`src/hdl/mpct_pkg.sv`:
```
// Shared types and constants for the mouse packet cursor tracker.
package mpct_pkg;

   localparam int COORD_BITS_DEF = 12;
   localparam int BYTE_BITS      = 8;
   localparam int SIZE_BITS      = 13;
   localparam int SPEED_BITS     = 8;
   localparam int BTN_BITS       = 3;
   localparam int CSR_IDX_BITS   = 2;

   localparam logic [SIZE_BITS-1:0]  WIDTH_RST  = 13'd1024;
   localparam logic [SIZE_BITS-1:0]  HEIGHT_RST = 13'd768;
   localparam logic [SPEED_BITS-1:0] SPEED_RST  = 8'd6;

   // Button bit positions in the status byte
   localparam int BTN_LEFT   = 0;
   localparam int BTN_RIGHT  = 1;
   localparam int BTN_MIDDLE = 2;

   // Divide by ten: floor(m * RECIP_MUL / 2^RECIP_SHIFT) is exact for any 16-bit m
   localparam int RECIP_MUL   = 52429;
   localparam int RECIP_SHIFT = 19;
   localparam int MAG_BITS    = 16;
   localparam int PROD_BITS   = 17;
   localparam int QUOT_BITS   = 12;
   localparam int MAX_QUOT    = (128 * 255) / 10;

   localparam int MID_DEPTH = 2;
   localparam int OUT_DEPTH = 4;

   typedef enum logic [CSR_IDX_BITS-1:0] {
      CSR_WIDTH  = 2'd0,
      CSR_HEIGHT = 2'd1,
      CSR_SPEED  = 2'd2
   } csr_idx_type;

   typedef enum logic [1:0] {
      PH_STATUS = 2'd0,
      PH_X      = 2'd1,
      PH_Y      = 2'd2
   } phase_type;

   typedef struct packed {
      logic [BTN_BITS-1:0]  buttons;
      logic [BYTE_BITS-1:0] dx;
      logic [BYTE_BITS-1:0] dy;
   } pkt_type;

   typedef struct packed {
      logic    push;
      pkt_type pkt;
   } pkt_wr_type;

endpackage

```
`src/hdl/mpct_fifo.sv`:
```
// Small register-based queue used between the front, back and result side.
module mpct_fifo
   import mpct_pkg::*;
#(
   parameter int WIDTH = 8,
   parameter int DEPTH = 2
) (
   input  logic                       clock,
   input  logic                       reset,
   input  logic                       push,
   input  logic [WIDTH-1:0]           wdata,
   input  logic                       pop,
   output logic [WIDTH-1:0]           rdata,
   output logic                       full,
   output logic                       empty,
   output logic [$clog2(DEPTH+1)-1:0] count
);

   localparam int PTR_W = (DEPTH > 1) ? $clog2(DEPTH) : 1;
   localparam int CNT_W = $clog2(DEPTH + 1);

   logic [WIDTH-1:0] mem_ff [DEPTH];
   logic [PTR_W-1:0] wr_ptr_ff, wr_ptr_in;
   logic [PTR_W-1:0] rd_ptr_ff, rd_ptr_in;
   logic [CNT_W-1:0] count_ff, count_in;
   logic             do_push, do_pop;

   assign full    = (count_ff == CNT_W'(DEPTH));
   assign empty   = (count_ff == '0);
   assign count   = count_ff;
   assign do_push = push && !full;
   assign do_pop  = pop && !empty;
   assign rdata   = mem_ff[rd_ptr_ff];

   always_comb begin
      wr_ptr_in = wr_ptr_ff;
      rd_ptr_in = rd_ptr_ff;
      count_in  = count_ff;
      if (do_push) begin
         wr_ptr_in = (wr_ptr_ff == PTR_W'(DEPTH - 1)) ? '0 : wr_ptr_ff + 1'b1;
      end
      if (do_pop) begin
         rd_ptr_in = (rd_ptr_ff == PTR_W'(DEPTH - 1)) ? '0 : rd_ptr_ff + 1'b1;
      end
      if (do_push && !do_pop) begin
         count_in = count_ff + 1'b1;
      end else if (do_pop && !do_push) begin
         count_in = count_ff - 1'b1;
      end
   end

   always_ff @(posedge clock) begin
      if (reset) begin
         wr_ptr_ff <= '0;
         rd_ptr_ff <= '0;
         count_ff  <= '0;
      end else begin
         wr_ptr_ff <= wr_ptr_in;
         rd_ptr_ff <= rd_ptr_in;
         count_ff  <= count_in;
      end
   end

   always_ff @(posedge clock) begin
      if (do_push) begin
         mem_ff[wr_ptr_ff] <= wdata;
      end
   end

endmodule

```
`src/hdl/mpct_front.sv`:
```
// Byte sequencer: tracks the packet phase and assembles complete packets.
module mpct_front
   import mpct_pkg::*;
(
   input  logic                 clock,
   input  logic                 reset,
   input  logic                 req_push,
   input  logic [BYTE_BITS-1:0] req_packet_byte,
   output logic                 req_full,
   input  logic                 mid_full,
   output pkt_wr_type           mid_wr
);

   phase_type            phase_ff, phase_in;
   logic [BTN_BITS-1:0]  status_ff, status_in;
   logic [BYTE_BITS-1:0] dx_ff, dx_in;
   logic                 accept;
   logic                 take_status;
   logic                 take_x;
   logic                 last_byte;

   assign accept = req_push && !req_full;

   // Next state
   always_comb begin
      phase_in = phase_ff;
      if (accept) begin
         unique case (phase_ff)
            PH_STATUS: phase_in = PH_X;
            PH_X:      phase_in = PH_Y;
            PH_Y:      phase_in = PH_STATUS;
            default:   phase_in = PH_X;
         endcase
      end
   end

   // Outputs
   always_comb begin
      take_status = 1'b0;
      take_x      = 1'b0;
      last_byte   = 1'b0;
      unique case (phase_ff)
         PH_STATUS: take_status = 1'b1;
         PH_X:      take_x      = 1'b1;
         PH_Y:      last_byte   = 1'b1;
         default:   take_status = 1'b1;
      endcase
   end

   // Only the closing byte needs room in the packet queue
   assign req_full = last_byte && mid_full;

   always_comb begin
      status_in = status_ff;
      dx_in     = dx_ff;
      if (accept && take_status) begin
         status_in = req_packet_byte[BTN_BITS-1:0];
      end
      if (accept && take_x) begin
         dx_in = req_packet_byte;
      end
   end

   assign mid_wr.push        = accept && last_byte;
   assign mid_wr.pkt.buttons = status_ff;
   assign mid_wr.pkt.dx      = dx_ff;
   assign mid_wr.pkt.dy      = req_packet_byte;

   always_ff @(posedge clock) begin
      if (reset) begin
         phase_ff  <= PH_STATUS;
         status_ff <= '0;
         dx_ff     <= '0;
      end else begin
         phase_ff  <= phase_in;
         status_ff <= status_in;
         dx_ff     <= dx_in;
      end
   end

endmodule

```
`src/hdl/mpct_back.sv`:
```
// Motion pipeline: scale, divide by ten, update and clamp the cursor position.
module mpct_back
   import mpct_pkg::*;
#(
   parameter int COORD_BITS = COORD_BITS_DEF,
   parameter int RES_W      = BTN_BITS + 2 * COORD_BITS
) (
   input  logic                           clock,
   input  logic                           reset,
   input  logic                           mid_empty,
   input  pkt_type                        mid_pkt,
   output logic                           mid_pop,
   input  logic [SPEED_BITS-1:0]          speed,
   input  logic [COORD_BITS:0]            eff_width,
   input  logic [COORD_BITS:0]            eff_height,
   input  logic                           recentre,
   input  logic [$clog2(OUT_DEPTH+1)-1:0] out_count,
   output logic                           out_push,
   output logic [RES_W-1:0]               out_data
);

   localparam int WIDE_BITS = (COORD_BITS > QUOT_BITS) ? COORD_BITS : QUOT_BITS;
   localparam int SUM_W     = WIDE_BITS + 2;
   localparam int CNT_W     = $clog2(OUT_DEPTH + 1);

   function automatic logic [COORD_BITS-1:0] clamp_axis(
      input logic signed [SUM_W-1:0] v,
      input logic [COORD_BITS:0]     lim
   );
      logic [COORD_BITS:0] top;
      top = lim - 1'b1;
      if (v[SUM_W-1]) begin
         return '0;
      end else if ($unsigned(v) >= SUM_W'(lim)) begin
         return top[COORD_BITS-1:0];
      end else begin
         return v[COORD_BITS-1:0];
      end
   endfunction

   // Stage A: products
   logic                        va_ff;
   logic [BTN_BITS-1:0]         btn_a_ff;
   logic signed [PROD_BITS-1:0] prod_x_ff, prod_y_ff;
   logic signed [PROD_BITS-1:0] prod_x_in, prod_y_in;
   // Stage B: magnitudes divided by ten
   logic                        vb_ff;
   logic [BTN_BITS-1:0]         btn_b_ff;
   logic [QUOT_BITS-1:0]        qx_ff, qy_ff;
   logic                        sx_ff, sy_ff;
   logic signed [PROD_BITS-1:0] neg_x, neg_y;
   logic [MAG_BITS-1:0]         mag_x, mag_y;
   logic [2*MAG_BITS-1:0]       rx, ry;
   // Position
   logic [COORD_BITS-1:0]       x_pos_ff, x_pos_in;
   logic [COORD_BITS-1:0]       y_pos_ff, y_pos_in;
   logic [SUM_W-1:0]            x_ext, y_ext, qx_ext, qy_ext;
   logic signed [SUM_W-1:0]     nx, ny;
   logic [CNT_W:0]              pending;

   // Issue only when the result queue has room for everything in flight
   assign pending = (CNT_W + 1)'(out_count) + (CNT_W + 1)'(va_ff) + (CNT_W + 1)'(vb_ff);
   assign mid_pop = !mid_empty && (pending < (CNT_W + 1)'(OUT_DEPTH));

   assign prod_x_in = $signed(mid_pkt.dx) * $signed({1'b0, speed});
   assign prod_y_in = $signed(mid_pkt.dy) * $signed({1'b0, speed});

   always_ff @(posedge clock) begin
      if (reset) begin
         va_ff <= 1'b0;
         vb_ff <= 1'b0;
      end else begin
         va_ff <= mid_pop;
         vb_ff <= va_ff;
      end
   end

   always_ff @(posedge clock) begin
      btn_a_ff  <= mid_pkt.buttons;
      prod_x_ff <= prod_x_in;
      prod_y_ff <= prod_y_in;
   end

   assign neg_x = -prod_x_ff;
   assign neg_y = -prod_y_ff;
   assign mag_x = prod_x_ff[PROD_BITS-1] ? neg_x[MAG_BITS-1:0] : prod_x_ff[MAG_BITS-1:0];
   assign mag_y = prod_y_ff[PROD_BITS-1] ? neg_y[MAG_BITS-1:0] : prod_y_ff[MAG_BITS-1:0];
   assign rx    = mag_x * MAG_BITS'(RECIP_MUL);
   assign ry    = mag_y * MAG_BITS'(RECIP_MUL);

   always_ff @(posedge clock) begin
      btn_b_ff <= btn_a_ff;
      qx_ff    <= rx[RECIP_SHIFT+QUOT_BITS-1:RECIP_SHIFT];
      qy_ff    <= ry[RECIP_SHIFT+QUOT_BITS-1:RECIP_SHIFT];
      sx_ff    <= prod_x_ff[PROD_BITS-1];
      sy_ff    <= prod_y_ff[PROD_BITS-1];
   end

   // Stage C: X adds the delta, Y subtracts it
   assign x_ext  = SUM_W'(x_pos_ff);
   assign y_ext  = SUM_W'(y_pos_ff);
   assign qx_ext = SUM_W'(qx_ff);
   assign qy_ext = SUM_W'(qy_ff);
   assign nx     = sx_ff ? x_ext - qx_ext : x_ext + qx_ext;
   assign ny     = sy_ff ? y_ext + qy_ext : y_ext - qy_ext;

   always_comb begin
      x_pos_in = x_pos_ff;
      y_pos_in = y_pos_ff;
      if (recentre) begin
         x_pos_in = eff_width[COORD_BITS:1];
         y_pos_in = eff_height[COORD_BITS:1];
      end else if (vb_ff) begin
         x_pos_in = clamp_axis(nx, eff_width);
         y_pos_in = clamp_axis(ny, eff_height);
      end
   end

   always_ff @(posedge clock) begin
      x_pos_ff <= x_pos_in;
      y_pos_ff <= y_pos_in;
   end

   assign out_push = vb_ff;
   assign out_data = {btn_b_ff, clamp_axis(nx, eff_width), clamp_axis(ny, eff_height)};

   a_pipe_advance: assert property (@(posedge clock) disable iff (reset)
      va_ff |=> vb_ff)
      else $error("motion pipeline dropped a transaction");

   a_credit: assert property (@(posedge clock) disable iff (reset)
      vb_ff |-> (out_count < CNT_W'(OUT_DEPTH)))
      else $error("result written with no room in the result queue");

   a_quot_range: assert property (@(posedge clock) disable iff (reset)
      vb_ff |-> (qx_ff <= QUOT_BITS'(MAX_QUOT) && qy_ff <= QUOT_BITS'(MAX_QUOT)))
      else $error("scaled motion out of range");

   a_no_recentre_busy: assert property (@(posedge clock) disable iff (reset)
      recentre |-> !vb_ff)
      else $error("recentre while a packet is in flight");

endmodule

```
`src/hdl/mouse_packet_cursor_tracker.sv`:
```
// Top level of the mouse packet cursor tracker.
// Takes one mouse byte per cycle through a push/full queue port. Three bytes
// (status, X motion, Y motion) make a packet; after the third byte the block
// produces one result with the button bits and the new cursor position, which
// waits in a four-entry result queue until popped. A finished packet passes a
// two-entry packet queue and a three-register motion pipeline (gain multiply,
// divide by ten, position update and clamp) on its way to the result ports.
// The byte port stalls only when the third byte finds the packet queue full,
// which happens only while the result queue is backed up. Writing a screen
// size registers a recentre request that moves the cursor to the centre of
// the screen; reset does the same.
module mouse_packet_cursor_tracker
   import mpct_pkg::*;
#(
   parameter int COORD_BITS = COORD_BITS_DEF
) (
   input  logic                    clock,
   input  logic                    reset,
   input  logic                    req_push,
   output logic                    req_full,
   input  logic [BYTE_BITS-1:0]    req_packet_byte,
   output logic                    rsp_empty,
   input  logic                    rsp_pop,
   output logic                    rsp_left_pressed,
   output logic                    rsp_right_pressed,
   output logic                    rsp_middle_pressed,
   output logic [COORD_BITS-1:0]   rsp_cursor_x,
   output logic [COORD_BITS-1:0]   rsp_cursor_y,
   input  logic                    csr_write,
   input  logic [CSR_IDX_BITS-1:0] csr_index,
   input  logic [SIZE_BITS-1:0]    csr_wdata
);

   localparam int SZ_W    = (COORD_BITS + 1 > SIZE_BITS) ? COORD_BITS + 1 : SIZE_BITS;
   localparam int RES_W   = BTN_BITS + 2 * COORD_BITS;
   localparam int PKT_W   = $bits(pkt_type);
   localparam int OCNT_W  = $clog2(OUT_DEPTH + 1);
   localparam int MCNT_W  = $clog2(MID_DEPTH + 1);
   localparam logic [SZ_W-1:0] TOP_SIZE = {{(SZ_W-1){1'b0}}, 1'b1} << COORD_BITS;

   function automatic logic [COORD_BITS:0] eff_size(input logic [SIZE_BITS-1:0] size);
      logic [SZ_W-1:0] ext;
      ext = SZ_W'(size);
      if (ext == '0) begin
         return (COORD_BITS + 1)'(1);
      end else if (ext > TOP_SIZE) begin
         return TOP_SIZE[COORD_BITS:0];
      end else begin
         return ext[COORD_BITS:0];
      end
   endfunction

   csr_idx_type             csr_sel;
   logic [COORD_BITS:0]     eff_width_ff, eff_width_in;
   logic [COORD_BITS:0]     eff_height_ff, eff_height_in;
   logic [SPEED_BITS-1:0]   speed_ff, speed_in;
   logic                    recentre_ff, recentre_in;

   pkt_wr_type              mid_wr;
   logic [PKT_W-1:0]        mid_rdata;
   logic                    mid_full, mid_empty, mid_pop;
   logic [MCNT_W-1:0]       mid_count;
   pkt_type                 mid_pkt;

   logic                    out_push;
   logic [RES_W-1:0]        out_wdata, out_rdata;
   logic                    out_full;
   logic [OCNT_W-1:0]       out_count;

   assign csr_sel = csr_idx_type'(csr_index);

   always_comb begin
      eff_width_in  = eff_width_ff;
      eff_height_in = eff_height_ff;
      speed_in      = speed_ff;
      recentre_in   = 1'b0;
      if (csr_write) begin
         unique case (csr_sel)
            CSR_WIDTH: begin
               eff_width_in = eff_size(csr_wdata);
               recentre_in  = 1'b1;
            end
            CSR_HEIGHT: begin
               eff_height_in = eff_size(csr_wdata);
               recentre_in   = 1'b1;
            end
            CSR_SPEED: speed_in = csr_wdata[SPEED_BITS-1:0];
            default: ;
         endcase
      end
   end

   always_ff @(posedge clock) begin
      if (reset) begin
         eff_width_ff  <= eff_size(WIDTH_RST);
         eff_height_ff <= eff_size(HEIGHT_RST);
         speed_ff      <= SPEED_RST;
         recentre_ff   <= 1'b1;
      end else begin
         eff_width_ff  <= eff_width_in;
         eff_height_ff <= eff_height_in;
         speed_ff      <= speed_in;
         recentre_ff   <= recentre_in;
      end
   end

   mpct_front u_front (
      .clock           (clock),
      .reset           (reset),
      .req_push        (req_push),
      .req_packet_byte (req_packet_byte),
      .req_full        (req_full),
      .mid_full        (mid_full),
      .mid_wr          (mid_wr)
   );

   mpct_fifo #(
      .WIDTH (PKT_W),
      .DEPTH (MID_DEPTH)
   ) u_mid_fifo (
      .clock (clock),
      .reset (reset),
      .push  (mid_wr.push),
      .wdata (mid_wr.pkt),
      .pop   (mid_pop),
      .rdata (mid_rdata),
      .full  (mid_full),
      .empty (mid_empty),
      .count (mid_count)
   );

   assign mid_pkt = pkt_type'(mid_rdata);

   mpct_back #(
      .COORD_BITS (COORD_BITS),
      .RES_W      (RES_W)
   ) u_back (
      .clock      (clock),
      .reset      (reset),
      .mid_empty  (mid_empty),
      .mid_pkt    (mid_pkt),
      .mid_pop    (mid_pop),
      .speed      (speed_ff),
      .eff_width  (eff_width_ff),
      .eff_height (eff_height_ff),
      .recentre   (recentre_ff),
      .out_count  (out_count),
      .out_push   (out_push),
      .out_data   (out_wdata)
   );

   mpct_fifo #(
      .WIDTH (RES_W),
      .DEPTH (OUT_DEPTH)
   ) u_out_fifo (
      .clock (clock),
      .reset (reset),
      .push  (out_push),
      .wdata (out_wdata),
      .pop   (rsp_pop),
      .rdata (out_rdata),
      .full  (out_full),
      .empty (rsp_empty),
      .count (out_count)
   );

   assign rsp_left_pressed   = out_rdata[2*COORD_BITS + BTN_LEFT];
   assign rsp_right_pressed  = out_rdata[2*COORD_BITS + BTN_RIGHT];
   assign rsp_middle_pressed = out_rdata[2*COORD_BITS + BTN_MIDDLE];
   assign rsp_cursor_x       = out_rdata[2*COORD_BITS-1:COORD_BITS];
   assign rsp_cursor_y       = out_rdata[COORD_BITS-1:0];

   a_mid_bound: assert property (@(posedge clock) disable iff (reset)
      mid_count <= MCNT_W'(MID_DEPTH))
      else $error("packet queue count out of range");

   a_out_no_overflow: assert property (@(posedge clock) disable iff (reset)
      out_push |-> !out_full)
      else $error("result transaction pushed into a full queue");

   a_stall_cause: assert property (@(posedge clock) disable iff (reset)
      req_full |-> mid_full)
      else $error("byte port stalled with room in the packet queue");

endmodule

```
`config.mk`:
```
export PLATFORM = sky130hd
export DESIGN_NAME = mouse_packet_cursor_tracker
export DESIGN_NICKNAME = d
export VERILOG_FILES = /design/src/hdl/mpct_pkg.sv /design/src/hdl/mpct_fifo.sv /design/src/hdl/mpct_front.sv /design/src/hdl/mpct_back.sv /design/src/hdl/mouse_packet_cursor_tracker.sv
export SDC_FILE = /design/constraint.sdc
export NUM_CORES = 1
export LEC_CHECK = 0
export BUFFER_PORTS_ARGS = -buffer_cell sky130_fd_sc_hd__buf_2
export CAP_MARGIN = 20
export CORE_ASPECT_RATIO = 1.5
export CORE_MARGIN = 4
export CORE_UTILIZATION = 65
export DETAILED_ROUTE_END_ITERATION = 10
export GPL_ROUTABILITY_DRIVEN = 0
export PLACE_DENSITY = 0.82
export SYNTH_ARGS = -nofsm -noshare
export SYNTH_HDL_FRONTEND = slang
export SYNTH_HIERARCHICAL = 1
export SYNTH_SLANG_ARGS = --single-unit
```
`constraint.sdc`:
```
create_clock -name clock -period 10 [get_ports clock]
set_clock_uncertainty 0.05 [all_clocks]
set_input_delay 2 -clock clock [delete_from_list [all_inputs] [get_ports clock]]
set_output_delay 2 -clock clock [all_outputs]
set_load 0.02 [all_outputs]
```
==> impl_metrics.tcl, run 1 <==
set metrics [dict create \
    status "completed" \
    coreArea_um2 42200 \
    antenna_cells 0 \
    h-tree-depth 1 \
    cts_resized 0 \
    endpoint_kind "flip-flop" \
    yosys-top-cells-count "509 x inv_1, 417 x ha_1, 227 x fa_1, 175 x nand2_1, 170 x edfxtp_1" \
    ys_ff_latch 300 \
    stdcell_count 3346 \
    path_cells "or4_1, or3_1, o31a_1, nand2b_1, xor2_1, ha_1, inv_1, ha_1, fa_1, fa_1, fa_1, inv_1, fa_1, inv_1, ha_1, and3_1, a21boi_0, a2111oi_1, o22ai_1, nor2_2, a311oi_4, a31o_2, a311oi_1" \
    grt-ovfl-total 0 \
    ctsHoldBuffers 0 \
    maxSlewHeadroom 0.228 \
    finalCritPeriodShare 0.757 \
    syn_nets 3402 \
    clk_path_buf_depth 3 \
    nets 3432 \
    ys_seq_area_frac 0.276 \
    cpMostUsedCell "fa_1" \
    drv_cap 0 \
    die_h_um 262 \
    startpoint_type "flip-flop" \
    slowest_delay_ns 0.58 \
    grt_first_pass_wirelength_um 106000 \
    clock-sinks 300 \
    start_util 0.661 \
    nFillCells 3020 \
    root_buffer "clkbuf_16" \
    drt_iter0_drc 1458 \
    yosysMostFrequentCell "inv_1" \
    yosysTopAreaCell "ha_1" \
    synthFlopType "edfxtp_1" \
    yosys_warnings 6 \
    io_buffer_count 56 \
    tns_ns 0 \
    r2r_setup_slack_ns 2.43 \
    post-cts-setup-buffer-count 0 \
    hp-class "reg2reg" \
    postSynthCellCount 2730 \
    setup_viol 0 \
    cts_buffers 28 \
    critical_path_class "reg2reg" \
    rsz0062_at_grt "no" \
    antenna_found_initial 0 \
    grt_max_degree 75 \
    dieArea_um2 46400 \
    min_period_ns 7.57 \
    hold_viol 0 \
    dp_hpwl_um 50700 \
    drive_gt1_frac 0.0744 \
    path_max_fanout 7 \
    first_pass_iters 6 \
    avgViaCountPerCell 5.91 \
    postRouteAntennaNets 0 \
    worst_pin_slew_ns 1.16 \
    synth_area_um2 27900 \
    dpl_worst_slack_ns 2.52 \
    ioPinCount 57 \
    wl_per_cell_um 19.1 \
    track_usage 0.282 \
    die_x_um 177 \
    routed_wl_um 63800 \
    synthArstFlopShare 0 \
    route.detailed.drc 0 \
    synth_edf_count 170 \
    avgSynthCellArea_um2 10.2 \
    fmax_ghz 0.132 \
    cts_tree "built" \
    ys_top_cells_by_area "ha_1 19%, edfxtp_1 18%, fa_1 16%" \
    grt_pass1_vias 21400 \
    placedCellCount 3293 \
    cp.arrival_ns 8.01 \
    setup_ws_ns 2.43 \
    worstPathRequired_ns 10.44 \
    area_growth_pct 5.97 \
    via_count 19800 \
    clk_latency_ns 0.59 \
    cp_slowest_cell "or4_1" \
    crit_buf_inv 3 \
    maxSlewViolCount 0 \
    path_delay_family "adder cells" \
    synth.distinct_cells 99 \
    cts.clk_slew.worst_paths_ns 0.07 \
    rows 92 \
    yosys.area.top_type_share 0.187 \
]
-- placed cells by master, fill, tap and decap left out, drive strengths merged, types with 49 or more instances in the layout --
| master | instances |
|---|---|
| nand2b | 49 |
| edfxtp | 170 |
| dfxtp | 130 |
| a21oi | 109 |
| nor2 | 135 |
| ha | 417 |
| xnor2 | 125 |
| and2 | 73 |
| inv | 516 |
| fa | 227 |
| nand2 | 176 |
| o21ai | 56 |
| buf | 67 |
-- sequential cells by signal (all words and copies together), names as in the netlist, 3 cells and up, named ones only --
| signal | count |
|---|---|
| speed_ff | 8 |
| u_back/qx_ff | 12 |
| eff_height_ff | 13 |
| u_back/x_pos_ff | 12 |
| u_back/btn_b_ff | 3 |
| u_mid_fifo/mem_ff | 38 |
| u_out_fifo/mem_ff | 108 |
| u_out_fifo/count | 3 |
| u_back/prod_y_ff | 17 |
| u_back/btn_a_ff | 3 |
| u_back/qy_ff | 12 |
| u_back/y_pos_ff | 12 |
| u_front/dx_ff | 8 |
| eff_width_ff | 13 |
| u_back/prod_x_ff | 17 |
| u_front/status_ff | 3 |
-- worst register-to-register path, cell delays in order, from the launching register on --
cell	delay, ns
dfxtp_1	0.35
or4_1	0.58
or3_1	0.34
o31a_1	0.32
nand2b_1	0.18
xor2_1	0.53
ha_1	0.38
inv_1	0.13
ha_1	0.26
fa_1	0.54
fa_1	0.44
fa_1	0.54
inv_1	0.06
fa_1	0.53
inv_1	0.04
ha_1	0.29
and3_1	0.20
a21boi_0	0.13
a2111oi_1	0.49
o22ai_1	0.17
nor2_2	0.19
a311oi_4	0.15
a31o_2	0.30
a311oi_1	0.28
-- metal layers --
metal  global-route usage  wire length, um  vias to the layer above
met4                0.153             4080                        0
met3               0.0366             3420                      251
met2                0.517            33200                      752
met1                0.316            23200                     9619
met5                    0                0                        -
li1                     -                -                     9138
-- cell families after synthesis --
group,Yosys count,share of synthesized area
muxes,91,0.0458
adders and majority gates,644,0.350
xor gates and xnor gates,166,0.0542
DFF,300,0.276
and+or+nand+nor,608,0.108
buffers and inverters,580,0.0828
AOI/OAI and AO/OA,341,0.0833
-- final timing paths --
kind                             from            endpoint  depth (start not counted)
setup / recovery  u_back/prod_y_ff[8]    u_back/qy_ff[11]                         23
hold / removal     u_back/btn_a_ff[2]  u_back/btn_b_ff[2]                          0
setup reg to reg  u_back/prod_y_ff[8]    u_back/qy_ff[11]                         23
hold reg to reg    u_back/btn_a_ff[2]  u_back/btn_b_ff[2]                          0
-- final cells by class --
type / instances / area, um2 / share of cell area
multi-input combinational: 1850 / 17900 / 0.605
clock buffer: 32 / 726 / 0.0245
tap: 564 / 706 / 0.0239
inverter: 513 / 1940 / 0.0657
timing repair buffer: 67 / 379 / 0.0128
clock inverter: 20 / 224 / 0.00757
sequential: 300 / 7710 / 0.261
-- through the flow --
stage | cell area [um2] | hold slack, ns | utilization
after floorplan | 27900 | 0.260 | -
after global placement | 28600 | 0.263 | 0.677
after detailed placement | 28600 | 0.263 | 0.677
after CTS | 29600 | 0.264 | 0.700
after global routing | 29600 | 0.274 | 0.700
final | 29600 | 0.262 | 0.700
Power of run 1 is left out: the tool's default activity adds up to more than one toggle a clock period on the data nets, which glitch-free logic cannot reach.
==> run 2, diff against run 1 <==
- ABC_AREA: default -> 1
- CORE_UTILIZATION: 65 -> 59
- PLACE_DENSITY: 0.82 -> 0.79
- clock period: 10 -> 6.2 ns (I/O delays scaled with it)
==> run 2 against run 1 <==
Against the previous run:
- the run now ends with negative setup slack left
- global-route usage shrank 2.6 points
- via count grew 18%
- first-iteration DRC count shrank 1.6%
- area after synthesis grew 6.3%
- non-clock buffer count grew 59
- cell area grew 9.3%
- maximum frequency grew 22%
- critical endpoint is now u_back/qx_ff[10]
- hold slack gained 0.036 ns
==> impl_metrics.tcl, run 2 <==
set metrics [dict create \
    nFillCells 3946 \
    drv_cap 0 \
    status "finished with violations" \
    grt_first_pass_wirelength_um 111000 \
    cp_slowest_cell "fa_1" \
    setup_viol 2 \
    avgSynthCellArea_um2 8.41 \
    slowest_delay_ns 0.54 \
    io_buffer_count 56 \
    dpl_worst_slack_ns -0.180 \
    endpoint_kind "flip-flop" \
    worstPathRequired_ns 6.61 \
    top_regs "u_out_fifo/mem_ff x108, u_mid_fifo/mem_ff x38" \
    r2r-end "u_back/qx_ff[10]" \
    hold_viol 0 \
    final_cell_mix "732 x inv_1, 642 x nand2_1, 397 x ha_1" \
    critical_path_class "reg2reg" \
    first_pass_iters 5 \
    coreArea_um2 49700 \
    crit_buf_inv 9 \
    finalCritPeriodShare 1.00 \
    multi_input_area_um2 19100 \
    h-tree-depth 1 \
    drt_iter0_drc 1434 \
    yosys_warnings 6 \
    fmax_ghz 0.161 \
    die_x_um 191 \
    setup_ws_ns -0.00731 \
    antenna_found_initial 3 \
    largest_register_ffs 108 \
    synth_area_um2 29700 \
    hold_depth 0 \
    cts_buffers 29 \
    postSynthCellCount 3528 \
    routed_wl_um 72100 \
    postRouteAntennaNets 0 \
    maxSlewHeadroom 0.324 \
    syn_nets 4200 \
    cts.clk_slew.worst_paths_ns 0.07 \
    worst_pin_slew_ns 1.01 \
    min_period_ns 6.21 \
    r2r_setup_slack_ns -0.007 \
    ctsHoldBuffers 0 \
    ioPinCount 57 \
    stdcell_count 4284 \
    hold-worst-slack_ns 0.298 \
    nets 4269 \
    path_max_fanout 5 \
    area_growth_pct 8.94 \
    dp_hpwl_um 56500 \
    track_usage 0.256 \
    failed_checks "negative setup slack" \
    path_depth 29 \
    cpMostUsedCell "fa_1" \
    cp.arrival_ns 6.62 \
    root_buffer "clkbuf_16" \
    clock-sinks 300 \
    start_util 0.597 \
    rows 100 \
    maxSlewViolCount 0 \
    cts_tree "built" \
    top_register "u_out_fifo/mem_ff" \
    final_common_cell "inv_1" \
    startpoint_type "flip-flop" \
    path_delay_family "adder cells" \
    dieArea_um2 54000 \
    grt-ovfl-total 0 \
    grt_max_degree 56 \
    whs_endpoint "u_back/btn_b_ff[0]" \
    placedCellCount 4205 \
    reg2reg_from "u_back/prod_x_ff[1]" \
    drive_gt1_frac 0.0992 \
    die_h_um 283 \
    route.detailed.drc 0 \
    worstHoldStart "u_back/btn_a_ff[0]" \
    clk_latency_ns 0.57 \
    r2r_cells 29 \
    hp-class "reg2reg" \
    via_count 23400 \
    grt_pass1_vias 23400 \
    regArea_um2 7710 \
    avgViaCountPerCell 5.46 \
    wl_per_cell_um 16.8 \
    clk_path_buf_depth 3 \
]
## run 2: worst max-delay path by stage
stage	from	endpoint	slack (ns)
detailed placement	u_back/prod_x_ff[0]	u_back/qx_ff[10]	-0.18
CTS	u_back/prod_x_ff[1]	u_back/qx_ff[10]	0.02
global route	u_back/prod_x_ff[1]	u_back/qx_ff[10]	-0.16
finish	u_back/prod_x_ff[1]	u_back/qx_ff[10]	-0.007
floorplan	u_back/prod_x_ff[0]	u_back/qx_ff[10]	0.33
global placement	u_back/prod_x_ff[0]	u_back/qx_ff[10]	0.004
## run 2: what timing repair did
| item | 4_1_cts | 5_1_grt |
|---|---|---|
| gates resized for setup | 9 | 96 |
| endpoints found under the setup margin | 3 | 19 |
| setup buffers | 2 | 21 |
| pin swaps | 4 | 41 |
## run 2: per-stage QoR
step                      TNS (ns)   util  instance area (um2)
final                      -0.0103  0.651                32300
after global routing         -1.03  0.651                32300
after CTS                        0  0.637                31600
after detailed placement    -0.389  0.616                30600
after global placement           0  0.616                30600
after floorplan                  0      -                29700
## run 2: area by class of cell
| cell class | count | share of cell area |
|---|---|---|
| clock buffer | 36 | 0.0242 |
| antenna | 2 | 0.000155 |
| timing repair buffer | 126 | 0.0250 |
| multi-input combinational | 2382 | 0.591 |
| clock inverter | 17 | 0.00662 |
| inverter | 758 | 0.0885 |
| tap | 663 | 0.0257 |
| sequential | 300 | 0.239 |
## run 2: metal layers
| layer | vias to the layer above | part of all wire | global-route usage |
|---|---|---|---|
| li1 | 11300 | - | - |
| met1 | 11000 | 0.36 | 0.267 |
| met2 | 790 | 0.53 | 0.488 |
| met3 | 333 | 0.046 | 0.0306 |
| met4 | 2 | 0.072 | 0.151 |
| met5 | - | 0.00018 | 0 |
Power of run 2 is left out for the same reason.
